### src/rtl/core/rsu_pkg.sv
// ----------------------------------------------------------------------------
// rsu_pkg
// Shared types and constants of the clock snapshot to Unix time converter.
// ----------------------------------------------------------------------------
`default_nettype none

package rsu_pkg;

    localparam int unsigned YEAR_W = 12;
    localparam int unsigned CENT_W = 5;

    // classified request handed from the front end to the back end
    typedef struct packed {
        logic              valid;
        logic [YEAR_W-1:0] year;
        logic [CENT_W-1:0] cent_q;
        logic              leap;
        logic [3:0]        month;
        logic [4:0]        day;
        logic [4:0]        hour;
        logic [5:0]        minute;
        logic [5:0]        second;
    } rsu_item_t;

endpackage

`default_nettype wire

### src/rtl/core/rsu_front.sv
// ----------------------------------------------------------------------------
// rsu_front
// Decodes and range-checks one raw register snapshot and builds the request
// for the back end: full year, leap flag, century term and time of day.
// ----------------------------------------------------------------------------
`default_nettype none

module rsu_front (
    input  wire logic [7:0]         raw_status_b,
    input  wire logic [7:0]         raw_second,
    input  wire logic [7:0]         raw_minute,
    input  wire logic [7:0]         raw_hour,
    input  wire logic [7:0]         raw_day,
    input  wire logic [7:0]         raw_month,
    input  wire logic [7:0]         raw_year,
    input  wire logic [7:0]         raw_century,
    output rsu_pkg::rsu_item_t      item
);
    import rsu_pkg::*;

    localparam logic [YEAR_W-1:0] YEAR_FIRST = 12'd1970;
    localparam logic [YEAR_W-1:0] YEAR_LAST  = 12'd2999;
    localparam logic [7:0]        CENT_MIN   = 8'd19;
    localparam logic [7:0]        CENT_MAX   = 8'd29;
    localparam logic [7:0]        PIVOT      = 8'd70;
    localparam logic [7:0]        NIBBLE_MAX = 8'd9;
    localparam logic [7:0]        BCD_MASK   = 8'h0F;
    localparam logic [7:0]        HOUR_PM    = 8'h80;

    function automatic logic digits_ok(input logic [7:0] v, input logic bin);
        logic [7:0] lo;
        logic [7:0] hi;
        lo = v & BCD_MASK;
        hi = v >> 4;
        return bin || (lo <= NIBBLE_MAX && hi <= NIBBLE_MAX);
    endfunction

    function automatic logic [7:0] dec_val(input logic [7:0] v, input logic bin);
        logic [7:0] lo;
        logic [7:0] hi;
        lo = v & BCD_MASK;
        hi = v >> 4;
        return bin ? v : 8'(hi * 8'd10 + lo);
    endfunction

    function automatic logic [4:0] days_in_month(input logic [7:0] m, input logic leap);
        logic [4:0] len;
        unique case (m)
            8'd2:                      len = leap ? 5'd29 : 5'd28;
            8'd4, 8'd6, 8'd9, 8'd11:   len = 5'd30;
            default:                   len = 5'd31;
        endcase
        return len;
    endfunction

    logic                bin;
    logic                h24;
    logic                pm;
    logic [7:0]          hour_byte;
    logic [7:0]          sec_v;
    logic [7:0]          min_v;
    logic [7:0]          hr_v;
    logic [7:0]          day_v;
    logic [7:0]          mon_v;
    logic [7:0]          yr_v;
    logic [7:0]          cent_v;
    logic                bytes_ok;
    logic                hr12_ok;
    logic [7:0]          hr12;
    logic [7:0]          hr24;
    logic                cent_trust;
    logic [CENT_W-1:0]   cent;
    logic [YEAR_W-1:0]   year;
    logic                leap;
    logic                date_ok;

    assign bin       = raw_status_b[2];
    assign h24       = raw_status_b[1];
    assign pm        = !h24 && raw_hour[7];
    assign hour_byte = h24 ? raw_hour : (raw_hour & ~HOUR_PM);

    assign sec_v  = dec_val(raw_second, bin);
    assign min_v  = dec_val(raw_minute, bin);
    assign hr_v   = dec_val(hour_byte, bin);
    assign day_v  = dec_val(raw_day, bin);
    assign mon_v  = dec_val(raw_month, bin);
    assign yr_v   = dec_val(raw_year, bin);
    assign cent_v = dec_val(raw_century, bin);

    assign bytes_ok = digits_ok(raw_second, bin) && digits_ok(raw_minute, bin)
                   && digits_ok(hour_byte, bin) && digits_ok(raw_day, bin)
                   && digits_ok(raw_month, bin) && digits_ok(raw_year, bin)
                   && yr_v <= 8'd99;

    // twelve-hour form: 12 am is 0, 12 pm is 12
    assign hr12_ok = h24 || (hr_v >= 8'd1 && hr_v <= 8'd12);
    assign hr12    = (hr_v == 8'd12) ? 8'd0 : hr_v;
    assign hr24    = h24 ? hr_v : (hr12 + (pm ? 8'd12 : 8'd0));

    assign cent_trust = digits_ok(raw_century, bin) && cent_v >= CENT_MIN && cent_v <= CENT_MAX;
    assign cent       = cent_trust ? cent_v[CENT_W-1:0]
                      : ((yr_v < PIVOT) ? CENT_W'(20) : CENT_W'(19));
    assign year       = YEAR_W'(cent) * YEAR_W'(100) + YEAR_W'(yr_v[6:0]);

    // 100 is a multiple of four, so the two-digit part alone settles year mod 4
    assign leap = (yr_v[6:0] != 7'd0) ? (yr_v[1:0] == 2'd0) : (cent[1:0] == 2'd0);

    assign date_ok = year >= YEAR_FIRST && year <= YEAR_LAST
                  && mon_v >= 8'd1 && mon_v <= 8'd12
                  && hr24 <= 8'd23 && min_v <= 8'd59 && sec_v <= 8'd59
                  && day_v >= 8'd1 && day_v <= {3'b000, days_in_month(mon_v, leap)};

    always_comb
    begin
        item.valid  = bytes_ok && hr12_ok && date_ok;
        item.year   = year;
        // centuries below the year, for the leap day count up to the previous year
        item.cent_q = (yr_v[6:0] == 7'd0) ? cent - CENT_W'(1) : cent;
        item.leap   = leap;
        item.month  = mon_v[3:0];
        item.day    = day_v[4:0];
        item.hour   = hr24[4:0];
        item.minute = min_v[5:0];
        item.second = sec_v[5:0];
    end

endmodule

`default_nettype wire

### src/rtl/core/rsu_queue.sv
// ----------------------------------------------------------------------------
// rsu_queue
// Short first-in first-out queue of classified requests between the front
// end and the back end.
// ----------------------------------------------------------------------------
`default_nettype none

module rsu_queue #(
    parameter int unsigned DEPTH = 2
) (
    input  wire logic                clk,
    input  wire logic                rst_n,
    input  wire logic                push,
    input  wire rsu_pkg::rsu_item_t  push_item,
    input  wire logic                pop,
    output rsu_pkg::rsu_item_t       head_item,
    output logic                     empty,
    output logic                     full
);
    import rsu_pkg::*;

    localparam int unsigned PTR_W = (DEPTH > 1) ? $clog2(DEPTH) : 1;
    localparam int unsigned CNT_W = $clog2(DEPTH + 1);
    localparam logic [PTR_W-1:0] PTR_LAST = PTR_W'(DEPTH - 1);

    rsu_item_t        mem [DEPTH];
    logic [PTR_W-1:0] wr_ptr_reg;
    logic [PTR_W-1:0] wr_ptr_next;
    logic [PTR_W-1:0] rd_ptr_reg;
    logic [PTR_W-1:0] rd_ptr_next;
    logic [CNT_W-1:0] count_reg;
    logic [CNT_W-1:0] count_next;

    assign empty     = (count_reg == CNT_W'(0));
    assign full      = (count_reg == CNT_W'(DEPTH));
    assign head_item = mem[rd_ptr_reg];

    always_comb
    begin
        wr_ptr_next = wr_ptr_reg;
        rd_ptr_next = rd_ptr_reg;
        count_next  = count_reg;
        if (push)
        begin
            wr_ptr_next = (wr_ptr_reg == PTR_LAST) ? PTR_W'(0) : wr_ptr_reg + PTR_W'(1);
        end
        if (pop)
        begin
            rd_ptr_next = (rd_ptr_reg == PTR_LAST) ? PTR_W'(0) : rd_ptr_reg + PTR_W'(1);
        end
        if (push && !pop)
        begin
            count_next = count_reg + CNT_W'(1);
        end
        else if (pop && !push)
        begin
            count_next = count_reg - CNT_W'(1);
        end
    end

    always_ff @(posedge clk)
    begin
        if (push)
        begin
            mem[wr_ptr_reg] <= push_item;
        end
    end

    always_ff @(posedge clk or negedge rst_n)
    begin
        if (!rst_n)
        begin
            wr_ptr_reg <= '0;
            rd_ptr_reg <= '0;
            count_reg  <= '0;
        end
        else
        begin
            wr_ptr_reg <= wr_ptr_next;
            rd_ptr_reg <= rd_ptr_next;
            count_reg  <= count_next;
        end
    end

`ifndef SYNTHESIS
    a_no_overflow : assert property (@(posedge clk) disable iff (!rst_n)
        !(push && full && !pop))
        else $error("request pushed into full queue");
    a_no_underflow : assert property (@(posedge clk) disable iff (!rst_n)
        !(pop && empty))
        else $error("request popped from empty queue");
    a_count_drop : assert property (@(posedge clk) disable iff (!rst_n)
        (pop && !push) |=> count_reg == $past(count_reg) - CNT_W'(1))
        else $error("queue count did not fall on pop");
`endif

endmodule

`default_nettype wire

### src/rtl/core/rsu_back.sv
// ----------------------------------------------------------------------------
// rsu_back
// Two-stage converter: day count since the epoch and time of day, then
// Unix seconds and weekday with invalid readings forced to zero.
// ----------------------------------------------------------------------------
`default_nettype none

module rsu_back (
    input  wire logic                clk,
    input  wire logic                rst_n,
    input  wire logic                take,
    input  wire rsu_pkg::rsu_item_t  item,
    output logic                     done,
    output logic                     status,
    output logic [11:0]              out_year,
    output logic [3:0]               out_month,
    output logic [4:0]               out_day,
    output logic [4:0]               out_hour,
    output logic [5:0]               out_minute,
    output logic [5:0]               out_second,
    output logic [34:0]              unix_seconds,
    output logic [2:0]               weekday
);
    import rsu_pkg::*;

    localparam int unsigned DAYS_W = 19;
    localparam int unsigned WIDE_W = 21;
    localparam int unsigned TOD_W  = 17;
    localparam int unsigned TS_W   = 35;
    localparam logic [WIDE_W-1:0] DAY_EPOCH   = 21'd719162;
    localparam logic [WIDE_W-1:0] DAYS_YEAR   = 21'd365;
    localparam logic [TOD_W-1:0]  SEC_HOUR    = 17'd3600;
    localparam logic [TOD_W-1:0]  SEC_MIN     = 17'd60;
    localparam logic [TOD_W-1:0]  SEC_DAY     = 17'd86400;
    localparam logic [DAYS_W-1:0] EPOCH_WDAY  = 19'd4;

    function automatic logic [8:0] days_before_month(input logic [3:0] m);
        logic [8:0] s;
        unique case (m)
            4'd2:    s = 9'd31;
            4'd3:    s = 9'd59;
            4'd4:    s = 9'd90;
            4'd5:    s = 9'd120;
            4'd6:    s = 9'd151;
            4'd7:    s = 9'd181;
            4'd8:    s = 9'd212;
            4'd9:    s = 9'd243;
            4'd10:   s = 9'd273;
            4'd11:   s = 9'd304;
            4'd12:   s = 9'd334;
            default: s = 9'd0;
        endcase
        return s;
    endfunction

    // eight is one mod seven, so octal digits are summed and folded
    function automatic logic [2:0] mod7(input logic [DAYS_W-1:0] v);
        logic [5:0] s1;
        logic [3:0] s2;
        logic [2:0] s3;
        s1 = 6'(v[2:0]) + 6'(v[5:3]) + 6'(v[8:6]) + 6'(v[11:9])
           + 6'(v[14:12]) + 6'(v[17:15]) + 6'(v[18]);
        s2 = 4'(s1[5:3]) + 4'(s1[2:0]);
        s3 = 3'(s2[3]) + s2[2:0];
        return (s3 == 3'd7) ? 3'd0 : s3;
    endfunction

    logic [YEAR_W-1:0] prev_year;
    logic [WIDE_W-1:0] year_days;
    logic [WIDE_W-1:0] all_days;
    logic [TOD_W-1:0]  tod;

    logic              v1_reg;
    logic              ok1_reg;
    logic [DAYS_W-1:0] days_reg;
    logic [TOD_W-1:0]  tod_reg;
    logic [YEAR_W-1:0] year1_reg;
    logic [3:0]        month1_reg;
    logic [4:0]        day1_reg;
    logic [4:0]        hour1_reg;
    logic [5:0]        minute1_reg;
    logic [5:0]        second1_reg;

    logic [TS_W:0]     ts_next;
    logic [2:0]        wday_next;

    logic              done_reg;
    logic              status_reg;
    logic [11:0]       year2_reg;
    logic [3:0]        month_reg;
    logic [4:0]        day_reg;
    logic [4:0]        hour_reg;
    logic [5:0]        minute_reg;
    logic [5:0]        second_reg;
    logic [TS_W-1:0]   ts_reg;
    logic [2:0]        wday_reg;

    assign prev_year = item.year - YEAR_W'(1);
    assign year_days = WIDE_W'(prev_year) * DAYS_YEAR + WIDE_W'(prev_year >> 2)
                     - WIDE_W'(item.cent_q) + WIDE_W'(item.cent_q >> 2) - DAY_EPOCH;
    assign all_days  = year_days + WIDE_W'(days_before_month(item.month)) + WIDE_W'(item.day)
                     - WIDE_W'(1) + WIDE_W'(item.leap && item.month > 4'd2);
    assign tod       = TOD_W'(item.hour) * SEC_HOUR + TOD_W'(item.minute) * SEC_MIN
                     + TOD_W'(item.second);

    assign ts_next   = (TS_W+1)'(days_reg) * (TS_W+1)'(SEC_DAY) + (TS_W+1)'(tod_reg);
    assign wday_next = mod7(days_reg + EPOCH_WDAY);

    always_ff @(posedge clk)
    begin
        days_reg    <= all_days[DAYS_W-1:0];
        tod_reg     <= tod;
        year1_reg   <= item.year;
        month1_reg  <= item.month;
        day1_reg    <= item.day;
        hour1_reg   <= item.hour;
        minute1_reg <= item.minute;
        second1_reg <= item.second;
        ok1_reg     <= item.valid;
        status_reg  <= !ok1_reg;
        year2_reg   <= ok1_reg ? year1_reg : '0;
        month_reg   <= ok1_reg ? month1_reg : '0;
        day_reg     <= ok1_reg ? day1_reg : '0;
        hour_reg    <= ok1_reg ? hour1_reg : '0;
        minute_reg  <= ok1_reg ? minute1_reg : '0;
        second_reg  <= ok1_reg ? second1_reg : '0;
        ts_reg      <= ok1_reg ? ts_next[TS_W-1:0] : '0;
        wday_reg    <= ok1_reg ? wday_next : '0;
    end

    always_ff @(posedge clk or negedge rst_n)
    begin
        if (!rst_n)
        begin
            v1_reg   <= 1'b0;
            done_reg <= 1'b0;
        end
        else
        begin
            v1_reg   <= take;
            done_reg <= v1_reg;
        end
    end

    assign done         = done_reg;
    assign status       = status_reg;
    assign out_year     = year2_reg;
    assign out_month    = month_reg;
    assign out_day      = day_reg;
    assign out_hour     = hour_reg;
    assign out_minute   = minute_reg;
    assign out_second   = second_reg;
    assign unix_seconds = ts_reg;
    assign weekday      = wday_reg;

`ifndef SYNTHESIS
    a_latency : assert property (@(posedge clk) disable iff (!rst_n)
        take |=> ##1 done_reg)
        else $error("result strobe not two cycles after request");
    a_invalid_zero : assert property (@(posedge clk) disable iff (!rst_n)
        (done_reg && status_reg) |-> (year2_reg == '0 && month_reg == '0
            && ts_reg == '0 && wday_reg == '0 && day_reg == '0))
        else $error("invalid reading with non-zero fields");
    a_valid_range : assert property (@(posedge clk) disable iff (!rst_n)
        (done_reg && !status_reg) |-> (month_reg >= 4'd1 && month_reg <= 4'd12
            && wday_reg <= 3'd6 && day_reg >= 5'd1))
        else $error("valid reading with out-of-range fields");
`endif

endmodule

`default_nettype wire

### src/rtl/core/rtc_snapshot_to_unix_time.sv
// ----------------------------------------------------------------------------
// rtc_snapshot_to_unix_time
// Converts a raw clock chip register snapshot into calendar fields, Unix
// seconds and weekday, flagging invalid readings.
//
//   channel   handshake        payload
//   request   start / busy     raw_status_b .. raw_century
//   result    done (strobe)    status, out_year .. weekday
//
// one request per cycle while busy is low; the result strobe rises after its request
// passes the decode and queue write, then the day count, then the seconds multiply
// the result strobe lasts one cycle and the receiver cannot stall it
// busy rises only when the request queue is full
// reset empties the queue and the pipeline, no clearing pass is needed
// ----------------------------------------------------------------------------
`default_nettype none

module rtc_snapshot_to_unix_time #(
    parameter int unsigned QUEUE_DEPTH = 2
) (
    input  wire logic        clk,
    input  wire logic        rst_n,
    input  wire logic        start,
    output logic             busy,
    input  wire logic [7:0]  raw_status_b,
    input  wire logic [7:0]  raw_second,
    input  wire logic [7:0]  raw_minute,
    input  wire logic [7:0]  raw_hour,
    input  wire logic [7:0]  raw_day,
    input  wire logic [7:0]  raw_month,
    input  wire logic [7:0]  raw_year,
    input  wire logic [7:0]  raw_century,
    output logic             done,
    output logic             status,
    output logic [11:0]      out_year,
    output logic [3:0]       out_month,
    output logic [4:0]       out_day,
    output logic [4:0]       out_hour,
    output logic [5:0]       out_minute,
    output logic [5:0]       out_second,
    output logic [34:0]      unix_seconds,
    output logic [2:0]       weekday
);
    import rsu_pkg::*;

    rsu_item_t front_item;
    rsu_item_t head_item;
    logic      push;
    logic      pop;
    logic      q_empty;
    logic      q_full;

    assign busy = q_full;
    assign push = start && !q_full;
    assign pop  = !q_empty;

    rsu_front u_front (
        .raw_status_b (raw_status_b),
        .raw_second   (raw_second),
        .raw_minute   (raw_minute),
        .raw_hour     (raw_hour),
        .raw_day      (raw_day),
        .raw_month    (raw_month),
        .raw_year     (raw_year),
        .raw_century  (raw_century),
        .item         (front_item)
    );

    rsu_queue #(
        .DEPTH (QUEUE_DEPTH)
    ) u_queue (
        .clk       (clk),
        .rst_n     (rst_n),
        .push      (push),
        .push_item (front_item),
        .pop       (pop),
        .head_item (head_item),
        .empty     (q_empty),
        .full      (q_full)
    );

    rsu_back u_back (
        .clk          (clk),
        .rst_n        (rst_n),
        .take         (pop),
        .item         (head_item),
        .done         (done),
        .status       (status),
        .out_year     (out_year),
        .out_month    (out_month),
        .out_day      (out_day),
        .out_hour     (out_hour),
        .out_minute   (out_minute),
        .out_second   (out_second),
        .unix_seconds (unix_seconds),
        .weekday      (weekday)
    );

endmodule

`default_nettype wire

### config.mk
export PLATFORM = sky130hd
export DESIGN_NAME = rtc_snapshot_to_unix_time
export DESIGN_NICKNAME = d
export VERILOG_FILES = /design/src/rtl/core/rsu_pkg.sv /design/src/rtl/core/rsu_front.sv /design/src/rtl/core/rsu_queue.sv /design/src/rtl/core/rsu_back.sv /design/src/rtl/core/rtc_snapshot_to_unix_time.sv
export SDC_FILE = /design/constraint.sdc
export NUM_CORES = 1
export LEC_CHECK = 0
export CORE_UTILIZATION = 40
export DETAILED_ROUTE_END_ITERATION = 8
export DONT_BUFFER_PORTS = 1
export PLACE_DENSITY_LB_ADDON = 0.12
export SETUP_SLACK_MARGIN = 0.05
export SLEW_MARGIN = 25
export SYNTH_ARGS = -nofsm -noshare
export SYNTH_HDL_FRONTEND = slang
export SYNTH_SLANG_ARGS = --single-unit
### constraint.sdc
create_clock -name clk -period 7 [get_ports clk]
set_clock_uncertainty 0.1 [all_clocks]
set_input_delay 1.4 -clock clk [delete_from_list [all_inputs] [get_ports clk]]
set_output_delay 1.4 -clock clk [all_outputs]
set_load 0.005 [all_outputs]
Word-level counts from Yosys, hierarchy flattened --
Memories as Yosys holds them, arrays and structs flattened. Index checks and enable logic that the tools add are counted.
Word-level totals: register bits after elaboration 158, bits in read-only memories 144, logic and storage cells 186, memories kept 2, bits in writable memories 90, output and inout bits 79, bits of input ports 67
Operators by class: multipliers 12, magnitude comparators 30, add/sub/neg operators 35, bitwise logic cells 1, equality and inequality tests 8, reductions and logical operators 52, mux-type cells 23
Memories:
- (no name shown) | depth 16, bits a word 9, rd ports 1, clocked after Yosys merged registers in 0, wr ports 0, line rsu_back.sv:39 | unique case (m)
- u_queue.mem | depth 2, bits a word 45, rd ports 1, clocked after Yosys merged registers in 0, wr ports 1, line rsu_queue.sv:26 | rsu_item_t mem [DEPTH];
Operators by type and width (count):
- two-way mux 8 bit | 10
- adder 8 x 4 -> 8 bit | 7
- less-or-equal comparator 4 bit (second input constant) | 14
- multiplier 4 x 3 -> 7 bit (second input constant) | 7
- adder 35 x 17 -> 35 bit | 1
- logical AND 1 bit | 31
- multiplier 19 x 10 -> 28 bit (second input constant) | 1
- adder 6 x 3 -> 6 bit | 4
- == test 8 x 4 -> 1 bit (second input constant) | 3
- >= comparator 8 x 1 -> 1 bit (second input constant) | 3
- adder 19 x 1 -> 19 bit | 1
- adder 19 x 10 -> 19 bit | 1
- adder 19 x 3 -> 19 bit | 1
- adder 19 x 3 -> 19 bit (second input constant) | 1
- adder 19 x 5 -> 19 bit | 1
- adder 19 x 9 -> 19 bit | 1
- multiplier 12 x 9 -> 19 bit (second input constant) | 1
- subtractor 19 x 1 -> 19 bit (second input constant) | 1
- subtractor 19 x 18 -> 19 bit (second input constant) | 1
- subtractor 19 x 5 -> 19 bit | 1
- adder 17 x 12 -> 17 bit | 1
- adder 17 x 6 -> 17 bit | 1
- == test 8 x 3 -> 1 bit (second input constant) | 2
- less-or-equal comparator 8 x 4 -> 1 bit (second input constant) | 2
- 40 further kinds | 64

Longest topological paths before layout --
Gate-level depths: netlist (run 1).
depth after elaboration 19, gate-level depth with buffers 28, depth with buffers taken out 27

Modules after synthesis --
A second synthesis (run 1) with hierarchy kept.
Second synthesis, totals: cell total of the unflattened synthesis 2051, area, all modules 21418.0 um^2
Modules (own cells, without submodules):
- rsu_back | times used 1, area each 13995.9 um^2, sequential area each 3012.9 um^2, cells an instance 1426
- rsu_front | times used 1, area each 3771.1 um^2, sequential area each 0.0 um^2, cells an instance 467
- rsu_queue | times used 1, area each 3633.5 um^2, sequential area each 2802.7 um^2, cells an instance 156
- rtc_snapshot_to_unix_time | times used 1, area each 17.5 um^2, sequential area each 0.0 um^2, cells an instance 2

Worst setup path before layout (run 1) --
Ideal clock, no wire load.
path kind reg2reg, from reg u_queue.rd_ptr_reg, to reg u_back.days_reg[17], slack -143 ps, data arrival time 6970 ps, required time 6828 ps, cell stages (with the launch flop) 25, path buffers 3, period minus slack after synthesis 7143 ps, setup time 72 ps, cells stage by stage dfrtp_1 clkbuf_1 buf_1 clkbuf_1 mux2i_1 fa_1 inv_1 fa_1 ha_1 fa_1 fa_1 inv_1 fa_1 inv_1 fa_1 a21o_1 a21oi_1 o21bai_1 a21o_1 a21oi_1 o21ai_0 o21ai_0 o211ai_1 a21oi_1 xnor2_1
On the way: cells in the longest elaborated chain, start to end 11, elaborated cells between the ends (all ways) 14, those cells by class add/sub (9); mul (1); order compare (1); reduce/logical (1); memory (2)
RTL lines:
- start: declaration | line rsu_queue.sv:29 | logic [PTR_W-1:0] rd_ptr_reg;
- start signal: assignment | line rsu_queue.sv:80 | rd_ptr_reg <= rd_ptr_next;
- memory read (2 x 45 bit) (*)
- subtractor 12 x 1 -> 12 bit | line rsu_back.sv:98 | assign prev_year = item.year - YEAR_W'(1);
- multiplier 12 x 9 -> 19 bit | line rsu_back.sv:99 | assign year_days = WIDE_W'(prev_year) * DAYS_YEAR + WIDE_W'(prev_year >> 2)
- adder 19 x 10 -> 19 bit | line rsu_back.sv:99
- subtractor 19 x 5 -> 19 bit | line rsu_back.sv:100 | - WIDE_W'(item.cent_q) + WIDE_W'(item.cent_q >> 2) - DAY_EPOCH;
- adder 19 x 3 -> 19 bit | line rsu_back.sv:100
- subtractor 19 x 18 -> 19 bit | line rsu_back.sv:100
- adder 19 x 9 -> 19 bit | line rsu_back.sv:101 | assign all_days = year_days + WIDE_W'(days_before_month(item.month)) + WIDE_W'(item.day)
- adder 19 x 5 -> 19 bit | line rsu_back.sv:101
- subtractor 19 x 1 -> 19 bit | line rsu_back.sv:102 | - WIDE_W'(1) + WIDE_W'(item.leap && item.month > 4'd2);
- adder 19 x 1 -> 19 bit (*) | line rsu_back.sv:102
- net u_back.all_days[17] | line rsu_back.sv:70 | logic [WIDE_W-1:0] all_days;
- end signal: assignment | line rsu_back.sv:111 | days_reg <= all_days[DAYS_W-1:0];
- end: declaration | line rsu_back.sv:75 | logic [DAYS_W-1:0] days_reg;
Mark *: on every way through the listed nets, which the timed path passes. The rest lies on a longest branch. A chain may end at the register's enable or synchronous reset.

Worst setup path after layout (run 1) --
Same ends and word-level chain as after synthesis.

==> results of run 1 <==
[kinds of logic (layout without fill, tap and decap cells)]
group | after synthesis | in the layout | synth area share
simple gates | 386 | 386 | 0.0956
fa+ha+maj | 486 | 486 | 0.350
compound gates | 314 | 314 | 0.102
buf+inv | 370 | 435 | 0.0680
other cells | 1 | 3 | 0.000181
xor+xnor | 156 | 156 | 0.0659
mux | 73 | 73 | 0.0382
flops | 244 | 244 | 0.280
[worst max-delay path: cells and delay by family (launching register included)]
kind            cells  cell delay (ns)
buf+inv             5             0.43
compound gates      9             1.40
fa+ha+maj           8             3.50
xor+xnor            2             0.27
mux                 1             0.26
flops               1             0.47
[routing by layer]
metal	wire length, um	GRT usage
met2	20300	0.287
met5	0	0
met4	698	0.0354
met1	19300	0.204
met3	1400	0.0217
[final timing paths]
check / depth (start not counted) / end / start / slack [ns]
worst max register to register: 25 / u_back.days_reg[17] / u_queue.rd_ptr_reg / 0.49
worst max-delay path: 25 / u_back.days_reg[17] / u_queue.rd_ptr_reg / 0.49
worst min-delay path: 0 / u_back.done / u_back.v1_reg / 0.25
max in group asynchronous: 0 / u_queue.rd_ptr_reg / rst_n / 6.32
min in group asynchronous: 0 / u_queue.rd_ptr_reg / rst_n / 0.41
worst min register to register: 0 / u_back.done / u_back.v1_reg / 0.25
[area by class of cell]
type / instances / area share
tap: 680 / 0.0373
sequential: 244 / 0.255
timing repair buffer: 44 / 0.0145
multi-input combinational: 1418 / 0.596
clock inverter: 19 / 0.00719
inverter: 339 / 0.0559
clock buffer: 33 / 0.0334
[timing repair]
item,CTS,global route
cloned,0,0
pin swaps,0,2
gates resized for setup,1,13
endpoints found under the setup margin,1,4
buffers inserted,0,2
[per-stage QoR]
step	setup slack (ns)	utilization	instances	hold slack (ns)	cell area (um^2)
after detailed placement	0.123	0.425	2723	0.240	21800
after CTS	0.125	0.443	2775	0.252	22700
after floorplan	0.171	-	2032	0.231	20800
after global placement	0.148	0.425	2723	0.241	21800
after global routing	0.0572	0.444	2777	0.259	22800
final	0.491	0.444	2777	0.249	22800
[layout by cell type (no fill, tap or decap), types with 17 or more instances in the layout]
cell type,count
xnor2_1,117
edfxtp_1,90
nor3_1,27
mux2_2,30
nand3_1,32
o21ai_0,49
dfxtp_1,147
a21o_1,41
mux2i_1,37
buf_4,44
nor2_1,101
xor2_1,39
nand2_1,77
o21bai_1,17
clkbuf_16,29
a21oi_1,101
fa_1,158
ha_1,328
and2_1,54
inv_1,338
[cell usage after synthesis, types with 11 or more instances]
cell type	n
inv_1	338
ha_1	328
fa_1	158
dfxtp_1	148
xnor2_1	117
a21oi_1	103
nor2_1	102
edfxtp_1	90
nand2_1	77
and2_1	54
o21ai_0	54
a21o_1	41
mux2i_1	41
xor2_1	39
nand3_1	32
mux2_2	30
nor3_1	27
clkbuf_1	22
o21bai_1	17
a211oi_1	14
nand2b_1	14
nand4_1	11
==> summary.txt, run 1 <==
Placed design
  – Placer congestion estimate: 0.835
  – HPWL Detailed: 34.3 mm
  – Port bufs: 0

Yosys
  – EDFF count, synth: 90
  – Synth area leaders: ha_1, fa_1, dfxtp_1
  – Synth Cell Area: 20700 um^2
  – Top-area cell type share of the netlist area: 0.198
  – Top FF cell, synth: dfxtp_1
  – Leading area contributor after synthesis: ha_1
  – Post-synthesis cell type count: 87
  – Seq/Total Area, Yosys: 0.280
  – Synth Register Bits: 244
  – Synth warn: 0
  – Gate Count Post-Synth: 2030
  – Async set-reset flop share out of synthesis: 0.0246
  – Post-Syn Area per Cell: 10.2 um^2

Clocking
  – Clk sinks: 244
  – Root buffer cell: clkbuf_16
  – Worst skew pair latency: 0.58 ns
  – CTS H-tree lvls: 1
  – Worst-path clk slew: 0.06 ns
  – CTS tree: yes
  – CTS max path bufs: 3
  – Hold_buf cts: 0
  – Clock buffer count from CTS: 28

STA
  – Final setup violating endpoints: 0
  – Fmax: 154 MHz
  – Tcrit/Tclk final: 0.930
  – Worst slew pin tran: 0.762 ns
  – RSZ-0062 raised after global routing: false
  – Slew headroom: 0.479
  – TNS Setup: 0 ns
  – Final min period: 6.51 ns
  – Final hold vios: 0
  – Fin. max-slew vios: 0

Setup path
  – Most frequent CP cell: fa_1
  – Startpoint Class: register
  – Critical path class: reg -> reg
  – CP Capture Type: register
  – Worst Path Arrival: 6.90 ns
  – CP max FO: 7
  – CP max stage delay: 0.54 ns
  – Required time of the critical path: 7.40 ns
  – CP max stage cell: fa_1

Final layout
  – ANT cells: 0
  – Layout area overhead: 9.81%
  – FF+latch area: 5820 um^2
  – Post-layout nets: 2628
  – Max FFs per register: 90
  – Fill count: 4947
  – Multi-input logic area: 13600 um^2
  – Share of layout cells above drive strength 1: 0.0787

Hold path
  – Worst hold path class: reg -> reg

Detailed routing
  – Wire per inst: 15.0 um
  – Final wirelength: 41.7 mm
  – DRC viols: 0
  – 1st-iter DRT viols: 493
  – Vias: 13500
  – Vias per inst: 4.87
  – Pre-Repair DR Iteration Count: 5
  – Antenna violation net count after detailed routing: 0

Floorplanning
  – Boundary pin count: 146
  – Starting density of the core: 0.404
  – Die X: 230 um
  – Die Area: 52800 um^2
  – Die height: 230 um
  – Cell Rows: 83
  – Core area: 51300 um^2

GRT
  – Total Routing Usage GR: 0.160
  – Grt ovf: 0
  – Initial antenna violation count: 0
  – Vias in the first global route: 14100
  – First-pass GRT wire length: 69.7 mm
  – Largest net degree at the start of global routing: 67

Job
  – Maxcap violations: 0

Status
  – Status: completed
Power of run 1 is not shown: default switching activity piles up to over one toggle a cycle in this logic, so the estimate is an artifact.
==> inputs of run 2 (changes only) <==
--- a/config.mk
+++ b/config.mk
@@ -9,7 +9,6 @@
 export DETAILED_ROUTE_END_ITERATION = 8
 export DONT_BUFFER_PORTS = 1
 export PLACE_DENSITY_LB_ADDON = 0.12
-export SETUP_SLACK_MARGIN = 0.05
 export SLEW_MARGIN = 25
 export SYNTH_ARGS = -nofsm -noshare
 export SYNTH_HDL_FRONTEND = slang
==> constraint.sdc (replaced) <==
create_clock -name clk -period 6.69 [get_ports clk]
set_clock_uncertainty 0.1 [all_clocks]
set_input_delay 1.338 -clock clk [delete_from_list [all_inputs] [get_ports clk]]
set_output_delay 1.338 -clock clk [all_outputs]
set_load 0.005 [all_outputs]
==> run 2 against run 1 <==
Hold slack is essentially flat. Critical path depth increased by 3. Routed wire length grew 0.68%. Utilization rose by 1.3 points. Register-to-register slack lost 0.20 ns. Critical path type unchanged. Critical endpoint is now u_back.days_reg[18].
==> summary.txt, run 2 (synthesis gave the netlist of run 1 again) <==
STA
  – Worst slew pin tran: 0.722 ns
  – Fin. max-slew vios: 0
  – Fmax: 156 MHz
  – Slew headroom: 0.507
  – WHS: 0.249 ns
  – Tcrit/Tclk final: 0.957
  – Final setup violating endpoints: 0
  – Final hold vios: 0
  – RSZ-0062 raised after global routing: true
  – Final min period: 6.40 ns

Final layout
  – Layout Cells excl Fill: 2828
  – Post-layout nets: 2679
  – Cell area after layout: 23400 um^2
  – Commonest non-fill, non-tap cells in the layout: inv_1, ha_1, fa_1
  – Layout area overhead: 13.0%
  – Multi-input logic area: 13800 um^2
  – Final Util: 0.457
  – FF+latch area: 5820 um^2
  – Max FFs per register: 90
  – Share of layout cells above drive strength 1: 0.123
  – Commonest non-fill, non-tap cell in the layout: inv_1
  – ANT cells: 0
  – Fill count: 4903

Setup path
  – Required time of the critical path: 7.03 ns
  – R2R Setup Slk: 0.29 ns
  – CP startpoint: u_queue.rd_ptr_reg
  – Worst r2r src: u_queue.rd_ptr_reg
  – CP max stage cell: fa_1
  – Startpoint Class: register
  – Worst reg2reg path depth: 28
  – CP max FO: 6
  – CP max stage delay: 0.54 ns
  – Worst Path Arrival: 6.74 ns
  – Critical path class: reg -> reg
  – CP Capture Type: register

Clocking
  – Root buffer cell: clkbuf_16
  – Hold_buf cts: 0
  – Clk sinks: 244
  – Worst-path clk slew: 0.06 ns
  – CTS H-tree lvls: 1
  – CTS tree: yes
  – Worst skew pair latency: 0.58 ns
  – CTS max path bufs: 3
  – Clock buffer count from CTS: 28

Placed design
  – # placed instances: 2770
  – Placed inst area: 22200 um^2
  – HPWL Detailed: 34.5 mm
  – Placer congestion estimate: 0.836
  – Port bufs: 0

GRT
  – Grt ovf: 0
  – Total Routing Usage GR: 0.161
  – First-pass GRT wire length: 70.2 mm
  – Largest net degree at the start of global routing: 67
  – Initial antenna violation count: 0
  – Vias in the first global route: 14200

Floorplanning
  – Die Area: 52800 um^2
  – Core area: 51300 um^2
  – Cell Rows: 83
  – Die height: 230 um
  – Boundary pin count: 146
  – Die X: 230 um
  – Starting density of the core: 0.404

Hold path
  – Worst hold path class: reg -> reg
  – Worst hold start: u_back.v1_reg
  – Hold Crit Depth: 0

Detailed routing
  – Final wirelength: 42.0 mm
  – Routed met2 length: 20.7 mm
  – 1st-iter DRT viols: 472
  – Top layer in use: met4
  – DRC viols: 0
  – Metal3 WL: 1.35 mm
  – Vias per inst: 4.80
  – Pre-Repair DR Iteration Count: 6
  – Metal-1 WL: 19.5 mm
  – Wire per inst: 14.9 um
  – Antenna violation net count after detailed routing: 0
  – Vias: 13600

Status
  – Status: completed

Job
  – Maxcap violations: 0
-- run 2: cell types whose count changed in the layout (fill, tap and decap cells not counted), moves of 7 or more --
cell,previous run,this run
buf_4,44,92
fa_1,158,151
fa_2,0,7
ha_1,328,318
nor2_1,101,93
-- run 2: metal layers --
metal	global-route usage	up-vias
met2	0.291	138
li1	-	7026
met4	0.0300	0
met1	0.206	6387
met3	0.0218	33
met5	0	-
-- run 2: metrics by stage --
stage | setup TNS (ns) | worst slack (ns)
after floorplan | 0 | 0.000479
after global placement | -0.196 | -0.178
after detailed placement | -0.356 | -0.262
after CTS | -0.0256 | -0.0256
after global routing | -0.0496 | -0.0496
final | 0 | 0.286
-- run 2: area by class of cell --
cell class	count	area share
repair buffers	95	0.0309
clock buffers	39	0.0347
multi-input cells	1418	0.590
inverters	339	0.0543
well taps	680	0.0363
flip-flops and latches	244	0.248
clock inverters	13	0.00566
-- run 2: path summary, 6_finish.rpt --
kind | to
max | u_back.days_reg[18]
min | u_back.done
max reg2reg | u_back.days_reg[18]
min reg2reg | u_back.done
max in group asynchronous | u_queue.rd_ptr_reg
min in group asynchronous | u_queue.rd_ptr_reg
-- run 2: worst max-delay path: cells and delay by family, from the launching register on --
kind            cells  cell delay, ns
fa+ha+maj           8            2.95
flops               1            0.51
buf+inv             6            0.44
simple gates        4            0.33
mux                 1            0.22
xor+xnor            1            0.11
compound gates      8            1.59
-- run 2: repair_timing --
| action | in CTS | in global routing |
|---|---|---|
| resized for setup | 7 | 62 |
| setup endpoints to repair | 5 | 7 |
| setup buffers | 0 | 6 |
| pin swaps | 1 | 36 |
Power of run 2 is left out for the same reason.
